--- config.mk ---
export PLATFORM = sky130hd
export DESIGN_NAME = fha_ctrl
export DESIGN_NICKNAME = d
export VERILOG_FILES = /design/src/rtl/core/fha_pkg.sv /design/src/rtl/core/fha_ctrl.sv
export SDC_FILE = /design/constraint.sdc
export NUM_CORES = 1
export LEC_CHECK = 0
export ABC_AREA = 1
export BUFFER_PORTS_ARGS = -buffer_cell sky130_fd_sc_hd__buf_2
export CAP_MARGIN = 5
export CELL_PAD_IN_SITES_DETAIL_PLACEMENT = 0
export CELL_PAD_IN_SITES_GLOBAL_PLACEMENT = 1
export CORE_MARGIN = 4
export CORE_UTILIZATION = 32
export DETAILED_ROUTE_END_ITERATION = 6
export GPL_ROUTABILITY_DRIVEN = 1
export MAX_ROUTING_LAYER = met4
export PLACE_DENSITY = 0.88
export SLEW_MARGIN = 20
export SYNTH_ARGS = -nofsm -noshare
export SYNTH_HDL_FRONTEND = slang
export SYNTH_SLANG_ARGS = --single-unit
--- constraint.sdc ---
create_clock -name clock -period 1.6 [get_ports clock]
set_input_delay 0.16 -clock clock [delete_from_list [all_inputs] [get_ports clock]]
set_output_delay 0.16 -clock clock [all_outputs]
set_load 0.03 [all_outputs]
--- src/rtl/core/fha_pkg.sv ---
// Shared types and codes for the first-fit heap allocator.
// Holds the controller command, datapath status and result codes; no dependencies.
`default_nettype none

package fha_pkg;

   localparam logic FUNC_ALLOC = 1'b0;
   localparam logic FUNC_FREE  = 1'b1;

   localparam logic REG_HEAP_BYTES = 1'b0;

   typedef enum logic [2:0] {
      ST_OK        = 3'd0,
      ST_NO_FIT    = 3'd1,
      ST_ZERO_SIZE = 3'd2,
      ST_NULL_FREE = 3'd3,
      ST_BAD_FREE  = 3'd4
   } status_type;

   typedef enum logic [3:0] {
      DP_NONE,
      DP_CLEAR,
      DP_LOAD,
      DP_READ_CUR,
      DP_STEP,
      DP_TAKE_CUR,
      DP_READ_G,
      DP_TAKE_G,
      DP_WR_SPLIT,
      DP_WR_CUR,
      DP_WR_PREV_ALLOC,
      DP_WR_G,
      DP_WR_PREV_FREE,
      DP_FINISH
   } op_type;

   typedef struct packed {
      op_type     op;
      status_type code;
   } cmd_type;

   typedef struct packed {
      logic is_free;
      logic zero_req;
      logic free_null;
      logic free_bad;
      logic have;
      logic steps_ok;
      logic fits;
      logic cur_lt_g;
      logic rd_used;
      logic clr_last;
      logic rsp_full;
   } stat_type;

endpackage

`default_nettype wire

--- src/rtl/core/fha_ctrl.sv ---
// Sequencer for the heap allocator: clearing pass, free-list walks and updates.
// Depends on fha_pkg for command and status types.
`default_nettype none

module fha_ctrl (
   input  wire logic              clock,
   input  wire logic              reset,
   input  wire logic              cfg_init,
   input  wire logic              req_tvalid,
   output logic                   req_tready,
   input  wire fha_pkg::stat_type st,
   output fha_pkg::cmd_type       cmd
);

   typedef enum logic [3:0] {
      S_CLEAR, S_IDLE, S_BEGIN,
      A_RD, A_CHK, A_W1, A_W2, A_W3,
      F_CHKG, F_RD, F_STEP, F_TAKEC, F_WG, F_WP,
      S_FIN
   } state_type;

   state_type            state_ff, state_in;
   fha_pkg::status_type  code_ff, code_in;

   always_ff @(posedge clock) begin
      if (reset || cfg_init) begin
         state_ff <= S_CLEAR;
         code_ff  <= fha_pkg::ST_OK;
      end else begin
         state_ff <= state_in;
         code_ff  <= code_in;
      end
   end

   assign req_tready = (state_ff == S_IDLE);

   always_comb begin
      state_in = state_ff;
      code_in  = code_ff;
      cmd.op   = fha_pkg::DP_NONE;
      cmd.code = code_ff;
      unique case (state_ff)
         S_CLEAR: begin
            cmd.op = fha_pkg::DP_CLEAR;
            if (st.clr_last) state_in = S_IDLE;
         end
         S_IDLE: begin
            if (req_tvalid) begin
               cmd.op   = fha_pkg::DP_LOAD;
               state_in = S_BEGIN;
            end
         end
         S_BEGIN: begin
            if (st.is_free) begin
               if (st.free_null) begin
                  code_in = fha_pkg::ST_NULL_FREE; state_in = S_FIN;
               end else if (st.free_bad) begin
                  code_in = fha_pkg::ST_BAD_FREE; state_in = S_FIN;
               end else begin
                  cmd.op = fha_pkg::DP_READ_G; state_in = F_CHKG;
               end
            end else if (st.zero_req) begin
               code_in = fha_pkg::ST_ZERO_SIZE; state_in = S_FIN;
            end else begin
               state_in = A_RD;
            end
         end
         A_RD: begin
            if (st.have && st.steps_ok) begin
               cmd.op = fha_pkg::DP_READ_CUR; state_in = A_CHK;
            end else begin
               code_in = fha_pkg::ST_NO_FIT; state_in = S_FIN;
            end
         end
         A_CHK: begin
            if (st.fits) begin
               cmd.op = fha_pkg::DP_TAKE_CUR; state_in = A_W1;
            end else begin
               cmd.op = fha_pkg::DP_STEP; state_in = A_RD;
            end
         end
         A_W1: begin
            cmd.op = fha_pkg::DP_WR_SPLIT; state_in = A_W2;
         end
         A_W2: begin
            cmd.op = fha_pkg::DP_WR_CUR; state_in = A_W3;
         end
         A_W3: begin
            cmd.op = fha_pkg::DP_WR_PREV_ALLOC;
            code_in = fha_pkg::ST_OK; state_in = S_FIN;
         end
         F_CHKG: begin
            if (!st.rd_used) begin
               code_in = fha_pkg::ST_BAD_FREE; state_in = S_FIN;
            end else begin
               cmd.op = fha_pkg::DP_TAKE_G; state_in = F_RD;
            end
         end
         F_RD: begin
            if (st.have && st.cur_lt_g && st.steps_ok) begin
               cmd.op = fha_pkg::DP_READ_CUR; state_in = F_STEP;
            end else if (st.have) begin
               cmd.op = fha_pkg::DP_READ_CUR; state_in = F_TAKEC;
            end else begin
               state_in = F_WG;
            end
         end
         F_STEP: begin
            cmd.op = fha_pkg::DP_STEP; state_in = F_RD;
         end
         F_TAKEC: begin
            cmd.op = fha_pkg::DP_TAKE_CUR; state_in = F_WG;
         end
         F_WG: begin
            cmd.op = fha_pkg::DP_WR_G; state_in = F_WP;
         end
         F_WP: begin
            cmd.op = fha_pkg::DP_WR_PREV_FREE;
            code_in = fha_pkg::ST_OK; state_in = S_FIN;
         end
         S_FIN: begin
            if (!st.rsp_full) begin
               cmd.op = fha_pkg::DP_FINISH; state_in = S_IDLE;
            end
         end
         default: state_in = S_CLEAR;
      endcase
   end

endmodule

`default_nettype wire

==> results.toml, run 1 <==
[detailed_routing]
wl_met2_um = 1335
wire_per_inst_um = 12.43
wl_met1_um = 1145
totalWireLength_um = 2722
first_iter_violations = 39
ant_nets = 0
drc = 0
highest_layer = "met4"
met3_wirelength_um = 185
viasPerCell = 5.059
dr.pass1.iters = 4
vias = 1108

[final_layout]
utilization_pct = 54.88
nNetsFinal = 207
drive_gt1_share_pct = 46.07
fillerInstances = 237
n_antenna_cell = 0
regArea_sq_um = 155.1
area_growth_pct = 60.03
multi_input_area_sq_um = 674.4
layout_commonest_cell = "nand2_1"
stdcell_count = 219
final_cell_mix = "nand2_1, nor2_1, buf_2"

[synth]
synthTopCellsByArea = "nand2_1, dfxtp_1, nor2_1, inv_1, nand3_1"
synthesis.nets = 166
synthDistinctLibCells = 16
ys_ff_latch = 7
synth_area_per_cell_sq_um = 5.121
syn_area_sq_um = 773.2
ys_warn_count = 0
seq_area_frac_synth_pct = 18.12
syn-instance-count = 151
synth_top_cell_by_area = "nand2_1"
synth_top_area_share_pct = 21.84

[worst_setup_path]
slowest_delay_ns = 0.37
cp_num_buf_inv = 2
critical_path_class = "flip-flop to output pin"
slowest_stage = "dfxtp_4"
cp.required_ns = 1.44
reg2reg_slack_ns = 0.10
critical-path-top-delay-family = "simple AND/OR/NAND/NOR gates"
arrival_ns = 1.45
start_kind = "flip-flop"
cp_max_fo = 5
worst_r2r_path_depth = 9
cp.depth = 7
cp-end-kind = "output pin"
path_cells = "inv_2 -> nor2_4 -> nand3_2 -> nand2_2 -> nor2_1 -> nand4_1 -> buf_6"

[power]
pwr-share-comb_pct = 31.9
swShare_pct = 32.76
p_int_w = 0.0003345
power_w = 0.0004975
pwr-share-clk_pct = 31.7
irDropWorstVdd_mv = 0.3202
p_per_area_nw_per_um2 = 402.0
p_leak_nw = 0.7083
p_seq_share_pct = 36.4
p_switching_w = 0.0001629

[place]
dp_hpwl_um = 1847
place_ws_ns = 0.1535
placed_cells = 203
port_buffers = 22
gp_congestion = 0.9157

[sta]
worst_slack_ns = -0.007277
drv_slew = 0
max_slew.worst_pin.slew_ns = 0.3784
period_share_pct = 100.5
rsz0062_at_grt = "yes"
clock.fmax_mhz = 622.2
finalHoldViolations = 0
finalSetupTns_ns = -0.007277
fin_worst_skew_ns = 0.002125
slew-limit-headroom_pct = 74.68
final-setup-viol-count = 1
period_needed_ns = 1.607

[status]
status = "finished, violations left"
violations = "negative setup slack"

[cts]
clk_latency_ns = 0.25
cts_tree = "yes"
htreeDepth = 1
cts_num_sinks = 7
cts_buffers = 3
clock_path_buffers = 2
hold_buffers = 0
cts-root-buf = "clkbuf_4"
path_clk_slew_ns = 0.05

[die]
die-area_sq_um = 3267
coreArea_sq_um = 2255
start_util_pct = 34.30
io_pins = 23
num_rows = 17
die_x_um = 57.16
die_h_um = 57.16

[global_route]
grt_usage_pct = 14.15
first_global_vias = 860
antenna_found_initial = 0
grt_pass1_wl_um = 3615
overflow = 0
grt_max_degree = 7

[job]
cap_viol_max_count = 0

[worst_hold_path]
holdPathStages = 4
hold_class = "primary input to flip-flop"
[routing by layer]
metal	GRT usage, %	vias to the layer above
met5	-	-
met4	6.291	0
met3	1.584	8
met2	23.00	49
met1	17.52	502
li1	-	549
[registers in the layout, indices dropped and copies added (netlist names)]
signal	count
code_ff	3
state_ff	4
[worst min-delay path, delay by kind of cell]
kind	cells	cell delay, ns
buffers and inverters	2	0.10
AND/OR/NAND/NOR	2	0.16
[synthesized netlist by cell type]
library cell,count
o21ai_0,3
nand3b_1,1
inv_1,22
nand3_1,13
nor2_1,31
nor2_2,1
nand2_1,45
nor3_1,5
nor2_4,2
a21oi_1,3
nand3_2,2
nand2_2,8
inv_2,4
o21ai_1,1
nand4_1,3
dfxtp_1,7
[power groups by stage]
stage | clock network, W | logic, W | registers (W)
floorplan | 0 | 0.0000687 | 0.000186
global placement | 0 | 0.000116 | 0.000184
detailed placement | 0 | 0.000116 | 0.000185
CTS | 0.000167 | 0.000120 | 0.000178
global route | 0.000179 | 0.000172 | 0.000182
finish | 0.000158 | 0.000158 | 0.000181
[final timing paths]
path                                          startpoint                       end
worst min-delay path                               reset  state_ff[2]$_SDFFE_PP0P_
worst max-delay path            state_ff[3]$_SDFFE_PP0P_                    cmd[4]
worst max register to register  state_ff[3]$_SDFFE_PP0P_  state_ff[1]$_SDFFE_PP0P_
worst min register to register   code_ff[1]$_SDFFE_PP0P_   code_ff[1]$_SDFFE_PP0P_
[cell type report]
type,instances,area share (%)
Sequential cell,7,12.54
Multi-Input combinational cell,118,54.50
Timing Repair Buffer,36,19.11
Inverter,26,8.898
Tap cell,28,2.831
Clock buffer,4,2.123
[metrics by stage]
| step | hold WS (ns) | instance area [sq um] |
|---|---|---|
| 3_5_place_dp | 0.4564 | 933.4 |
| 5_1_grt | 0.2452 | 1237 |
| 6_report | 0.2212 | 1237 |
| 2_1_floorplan | 0.3325 | 773.2 |
| 3_3_place_gp | 0.4462 | 933.4 |
| 4_1_cts | 0.1896 | 993.5 |
[kinds of logic (layout without fill, tap and decap cells)]
family,after synthesis,in the layout,synth area share [%]
and+or+nand+nor,111,111,64.72
AOI/OAI and AO/OA,7,7,4.529
DFF,7,7,18.12
buffers and inverters,26,66,12.62
[repair_timing]
item	CTS	global route
gates cloned	0	0
gates resized for setup	13	49
endpoints found under the setup margin	3	4
setup buffers	0	14
pin swaps	0	15
Note: power is estimated with default switching activity, not from simulation.
==> inputs of run 2 (changes only) <==
--- a/config.mk
+++ b/config.mk
@@ -16,6 +16,7 @@
 export GPL_ROUTABILITY_DRIVEN = 1
 export MAX_ROUTING_LAYER = met4
 export PLACE_DENSITY = 0.88
+export SKIP_CTS_REPAIR_TIMING = 1
 export SLEW_MARGIN = 20
 export SYNTH_ARGS = -nofsm -noshare
 export SYNTH_HDL_FRONTEND = slang
==> results.toml, run 2 (synthesis gave the netlist of run 1 again) <==
[status]
status = "finished clean"

[global_route]
gr-usage-met2_pct = 22.19
grt_usage_pct = 13.86
grtUsageMet1_pct = 17.52
grt_max_degree = 7
overflow = 0
grt-busiest-layer = "met2"
grt_pass1_wl_um = 3539
first_global_vias = 837
antenna_found_initial = 0
grtUsageMet3_pct = 1.584

[final_layout]
final_cell_mix = "nand2_1, nor2_1, inv_1"
fillerInstances = 265
largest_reg_flops = 4
area_growth_pct = 41.91
finalInstanceArea_sq_um = 1097
n_antenna_cell = 0
utilization_pct = 48.67
top_register = "state_ff"
layout_commonest_cell = "nand2_1"
nNetsFinal = 201
stdcell_count = 213
drive_gt1_share_pct = 36.76
top_regs = "state_ff (4), code_ff (3)"

[worst_setup_path]
cp_max_fo = 5
critical_path_class = "flip-flop to output pin"
arrival_ns = 1.42
start_kind = "flip-flop"
slowest_stage = "dfxtp_4"
path_cells = "nand2_1 -> inv_1 -> nand2_2 -> inv_2 -> nand2_2 -> nand2_1 -> nor2_1 -> nand4_1 -> buf_6"
cp-end-kind = "output pin"
critical-path-top-delay-family = "simple AND/OR/NAND/NOR gates"
cp.required_ns = 1.44
slowest_delay_ns = 0.35
cp_num_buf_inv = 3

[power]
power_w = 0.0004691
p_leak_nw = 0.6460
irDropWorstVdd_mv = 0.3193
p_per_area_nw_per_um2 = 427.5

[sta]
period_share_pct = 98.64
fin_worst_skew_ns = 0.002266
final-setup-viol-count = 0
finalHoldViolations = 0
max_slew.worst_pin.slew_ns = 0.3778
clock.fmax_mhz = 633.6
period_needed_ns = 1.578
slew-limit-headroom_pct = 74.72
drv_slew = 0
rsz0062_at_grt = "yes"

[die]
start_util_pct = 34.30
num_rows = 17
die-area_sq_um = 3267
die_h_um = 57.16
coreArea_sq_um = 2255
die_x_um = 57.16
io_pins = 23

[cts]
path_clk_slew_ns = 0.05
cts_buffers = 3
cts_tree = "yes"
clk_latency_ns = 0.25
cts-root-buf = "clkbuf_4"
clock_path_buffers = 2
cts_num_sinks = 7
htreeDepth = 1

[place]
placed_cells = 203
dp_hpwl_um = 1847
gp_congestion = 0.9157
port_buffers = 22
post_dp_cell_area_sq_um = 933.4

[detailed_routing]
ant_nets = 0
drc = 0
totalWireLength_um = 2325
dr.pass1.iters = 4
wire_per_inst_um = 10.92
first_iter_violations = 25
vias = 999
viasPerCell = 4.690

[worst_hold_path]
hold_class = "primary input to flip-flop"

[job]
cap_viol_max_count = 0
[run 2: cell types whose count changed in the layout (fill, tap and decap cells not counted), moves of 2 or more]
cell,delta
nor2_4,-4
nand2_4,-5
inv_1,+5
inv_2,-2
buf_4,-5
nor2_1,+5
nand3_2,-2
nand3_1,+2
inv_4,-2
nand2_1,+2
nand2_2,+3
[run 2: worst register-to-register path, cell delays in order (launching register included)]
cell     delay [ns]
dfxtp_4        0.36
inv_2          0.08
nor2_4         0.21
buf_4          0.15
nand2_2        0.07
o21ai_1        0.18
inv_1          0.07
nand3_1        0.08
nand2_1        0.06
a21oi_1        0.11
[run 2: metal layers]
metal	routed length [um]	part of all wire [%]	vias up
met5	0	0	-
met4	35	1.5	0
met3	120	5.2	4
met2	1091	47	29
met1	1078	46	433
li1	-	-	533
[run 2: cell type report]
class                           instances  area (sq um)  area share [%]
Multi-Input combinational cell        118         595.6           54.28
Timing Repair Buffer                   30         187.7           17.10
Sequential cell                         7         152.6           13.91
Inverter                               26         100.1           9.122
Tap cell                               28         35.03           3.193
Clock buffer                            4         26.28           2.395
[run 2: worst paths after layout]
kind / startpoint / to / slack [ns] / depth (start not counted)
min: req_tvalid / state_ff[0]$_SDFFE_PP0P_ / 0.19 / 4
max: state_ff[1]$_SDFFE_PP0P_ / cmd[4] / 0.02 / 9
min reg2reg: code_ff[1]$_SDFFE_PP0P_ / code_ff[1]$_SDFFE_PP0P_ / 0.51 / 4
max reg2reg: state_ff[3]$_SDFFE_PP0P_ / state_ff[1]$_SDFFE_PP0P_ / 0.17 / 9
[run 2: metrics by stage]
step / setup slack (ns) / TNS, ns / hold WS (ns)
2_1_floorplan: 0.06663 / 0 / 0.3325
3_3_place_gp: 0.1714 / 0 / 0.4462
3_5_place_dp: 0.1535 / 0 / 0.4564
4_1_cts: -0.1265 / -0.3475 / 0.1894
5_1_grt: -0.06957 / -0.2248 / 0.2117
6_report: 0.02177 / 0 / 0.1890
[run 2: power breakdown]
part	switching [W]	total, W	internal [W]
Combinational	0.0000795	0.000134	0.0000544
Sequential	0.00000334	0.000177	0.000174
Clock	0.0000627	0.000158	0.0000950
==> inputs of run 3 (changes only) <==
--- a/config.mk
+++ b/config.mk
@@ -5,17 +5,15 @@
 export SDC_FILE = /design/constraint.sdc
 export NUM_CORES = 1
 export LEC_CHECK = 0
-export ABC_AREA = 1
+export ABC_AREA = 0
 export BUFFER_PORTS_ARGS = -buffer_cell sky130_fd_sc_hd__buf_2
 export CAP_MARGIN = 5
-export CELL_PAD_IN_SITES_DETAIL_PLACEMENT = 0
-export CELL_PAD_IN_SITES_GLOBAL_PLACEMENT = 1
 export CORE_MARGIN = 4
-export CORE_UTILIZATION = 32
+export CORE_UTILIZATION = 42
 export DETAILED_ROUTE_END_ITERATION = 6
 export GPL_ROUTABILITY_DRIVEN = 1
 export MAX_ROUTING_LAYER = met4
-export PLACE_DENSITY = 0.88
+export PLACE_DENSITY = 0.76
 export SKIP_CTS_REPAIR_TIMING = 1
 export SLEW_MARGIN = 20
 export SYNTH_ARGS = -nofsm -noshare
==> results.toml, run 3 <==
[status]
status = "finished, violations left"
violations = "negative setup slack"

[die]
num_rows = 16
die_h_um = 53.86
coreArea_sq_um = 1982
start_util_pct = 44.57
die-area_sq_um = 2901
io_pins = 23
die_x_um = 53.86

[detailed_routing]
totalWireLength_um = 3746
dr.pass1.iters = 5
wire_per_inst_um = 19.11
ant_nets = 0
drc = 0
first_iter_violations = 76
vias = 1287
viasPerCell = 6.566

[final_layout]
area_growth_pct = 56.94
top_register = "state_ff"
layout_commonest_cell = "buf_4"
drive_gt1_share_pct = 46.15
final_cell_mix = "buf_4, buf_2, nand2_1"
top_regs = "state_ff (4), code_ff (3)"
largest_reg_flops = 4
n_antenna_cell = 0
nNetsFinal = 185

[place]
place_ws_ns = 0.07667
port_buffers = 22
gp_congestion = 0.9082
dp_hpwl_um = 2102

[worst_setup_path]
cp.required_ns = 1.44
arrival_ns = 1.54
cp_max_fo = 7
start_kind = "flip-flop"
cp-end-kind = "output pin"
critical_path_class = "flip-flop to output pin"
worst_r2r_path_depth = 6

[sta]
max_slew.worst_pin.slew_ns = 0.4647
drv_slew = 0
hold_ws_ns = 0.1890
clock.fmax_mhz = 588.7
rsz0062_at_grt = "yes"
final-setup-viol-count = 2
slew-limit-headroom_pct = 68.91
period_share_pct = 106.2
worst_slack_ns = -0.09856
period_needed_ns = 1.699
finalHoldViolations = 0
fin_worst_skew_ns = 0.004425

[cts]
cts_buffers = 3
htreeDepth = 1
cts_num_sinks = 7
clock_path_buffers = 2
cts_tree = "yes"
clk_latency_ns = 0.26
cts-root-buf = "clkbuf_4"
path_clk_slew_ns = 0.05

[synth]
synthArstFlopShare_pct = 0
synth_area_per_cell_sq_um = 6.955
ys_top_cells_by_count = "nand2_1, a21oi_1, nor2_1"
syn-instance-count = 127
synth_top_cell_by_area = "dfxtp_1"
syn_area_sq_um = 883.3
synthesis.nets = 142
yosysMostFrequentCell = "nand2_1"
synth-edff-count = 0
synth_ff_type = "dfxtp_1"
synthTopCellsByArea = "dfxtp_1, a21oi_1, nand2_1, mux2i_1, o21ai_0"
ys_warn_count = 0
seq_area_frac_synth_pct = 15.86
ys_ff_latch = 7
synth_top_area_share_pct = 15.86
synthDistinctLibCells = 45

[global_route]
grt_usage_pct = 21.59
overflow = 0
first_global_vias = 1018
grt_pass1_wl_um = 4457
grt_max_degree = 29
antenna_found_initial = 0

[power]
p_per_area_nw_per_um2 = 410.1
p_leak_nw = 0.5908
irDropWorstVdd_mv = 0.5438

[worst_hold_path]
holdPathStages = 2
hold_class = "primary input to flip-flop"

[job]
cap_viol_max_count = 0
run 3: cell count changes after synthesis, sizes merged, moves of 7 or more:
| cell | previous run | this run |
|---|---|---|
| inv | 26 | 6 |
| nand2 | 53 | 12 |
| buf | 0 | 10 |
| nand3 | 15 | 5 |
| a21oi | 3 | 10 |
| nor2 | 34 | 9 |
run 3: metal layers:
layer  vias up  track usage [%]  routed length [um]
met4         0            9.787                 226
met1       593            25.70                1367
li1        560                -                   -
met5         -                -                   0
met2       104            35.89                1801
met3        30            2.770                 351
run 3: worst paths after layout:
kind                       startpoint                  endpoint  slack, ns
max          state_ff[3]$_SDFFE_PP0P_                    cmd[4]       -0.1
min                        req_tvalid  state_ff[0]$_SDFFE_PP0P_       0.19
max reg2reg  state_ff[0]$_SDFFE_PP0P_  state_ff[0]$_SDFFE_PP0P_       0.07
min reg2reg   code_ff[1]$_SDFFE_PP0P_   code_ff[1]$_SDFFE_PP0P_       0.46
run 3: stage by stage:
stage	instances	total power, W	utilization [%]	setup TNS, ns	area [sq um]
after detailed placement	181	0.0003459	55.43	0	1099
after floorplan	127	0.0002846	-	0	895.9
after CTS	185	0.0005152	56.76	-0.5684	1125
final	196	0.0005686	69.95	-0.1841	1386
after global placement	181	0.0003432	55.43	0	1099
after global routing	196	0.0005930	69.95	-0.4543	1386
run 3: layout make-up:
class	instances	area, sq um
inverter	6	22.52
sequential	7	152.6
tap	27	33.78
timing repair buffer	49	410.4
clock buffer	4	26.28
multi-input combinational	103	740.7
fill	157	595.6
run 3: kinds of logic after synthesis:
logic type | Yosys count | share of synthesized area [%]
AND/OR/NAND/NOR | 52 | 32.01
multiplexers | 4 | 4.533
AO/OA/AOI/OAI | 47 | 38.10
flip-flops | 7 | 15.86
buffers and inverters | 17 | 9.489
run 3: power breakdown:
part / switching (W) / internal [W] / leakage (nW) / total [W]
registers: 0.00000721 / 0.000175 / 0.0594 / 0.000182
logic: 0.000115 / 0.000105 / 0.516 / 0.000220
clock network: 0.0000713 / 0.0000956 / 0.0150 / 0.000167
total: 0.000194 / 0.000375 / 0.591 / 0.000569
run 3: worst max-delay path: stages, from the launching register on:
cell and delay, ns:
dfxtp_4 0.40, nor4b_1 0.33, a32o_2 0.24, nor2_4 0.06
o221ai_2 0.08, buf_6 0.16
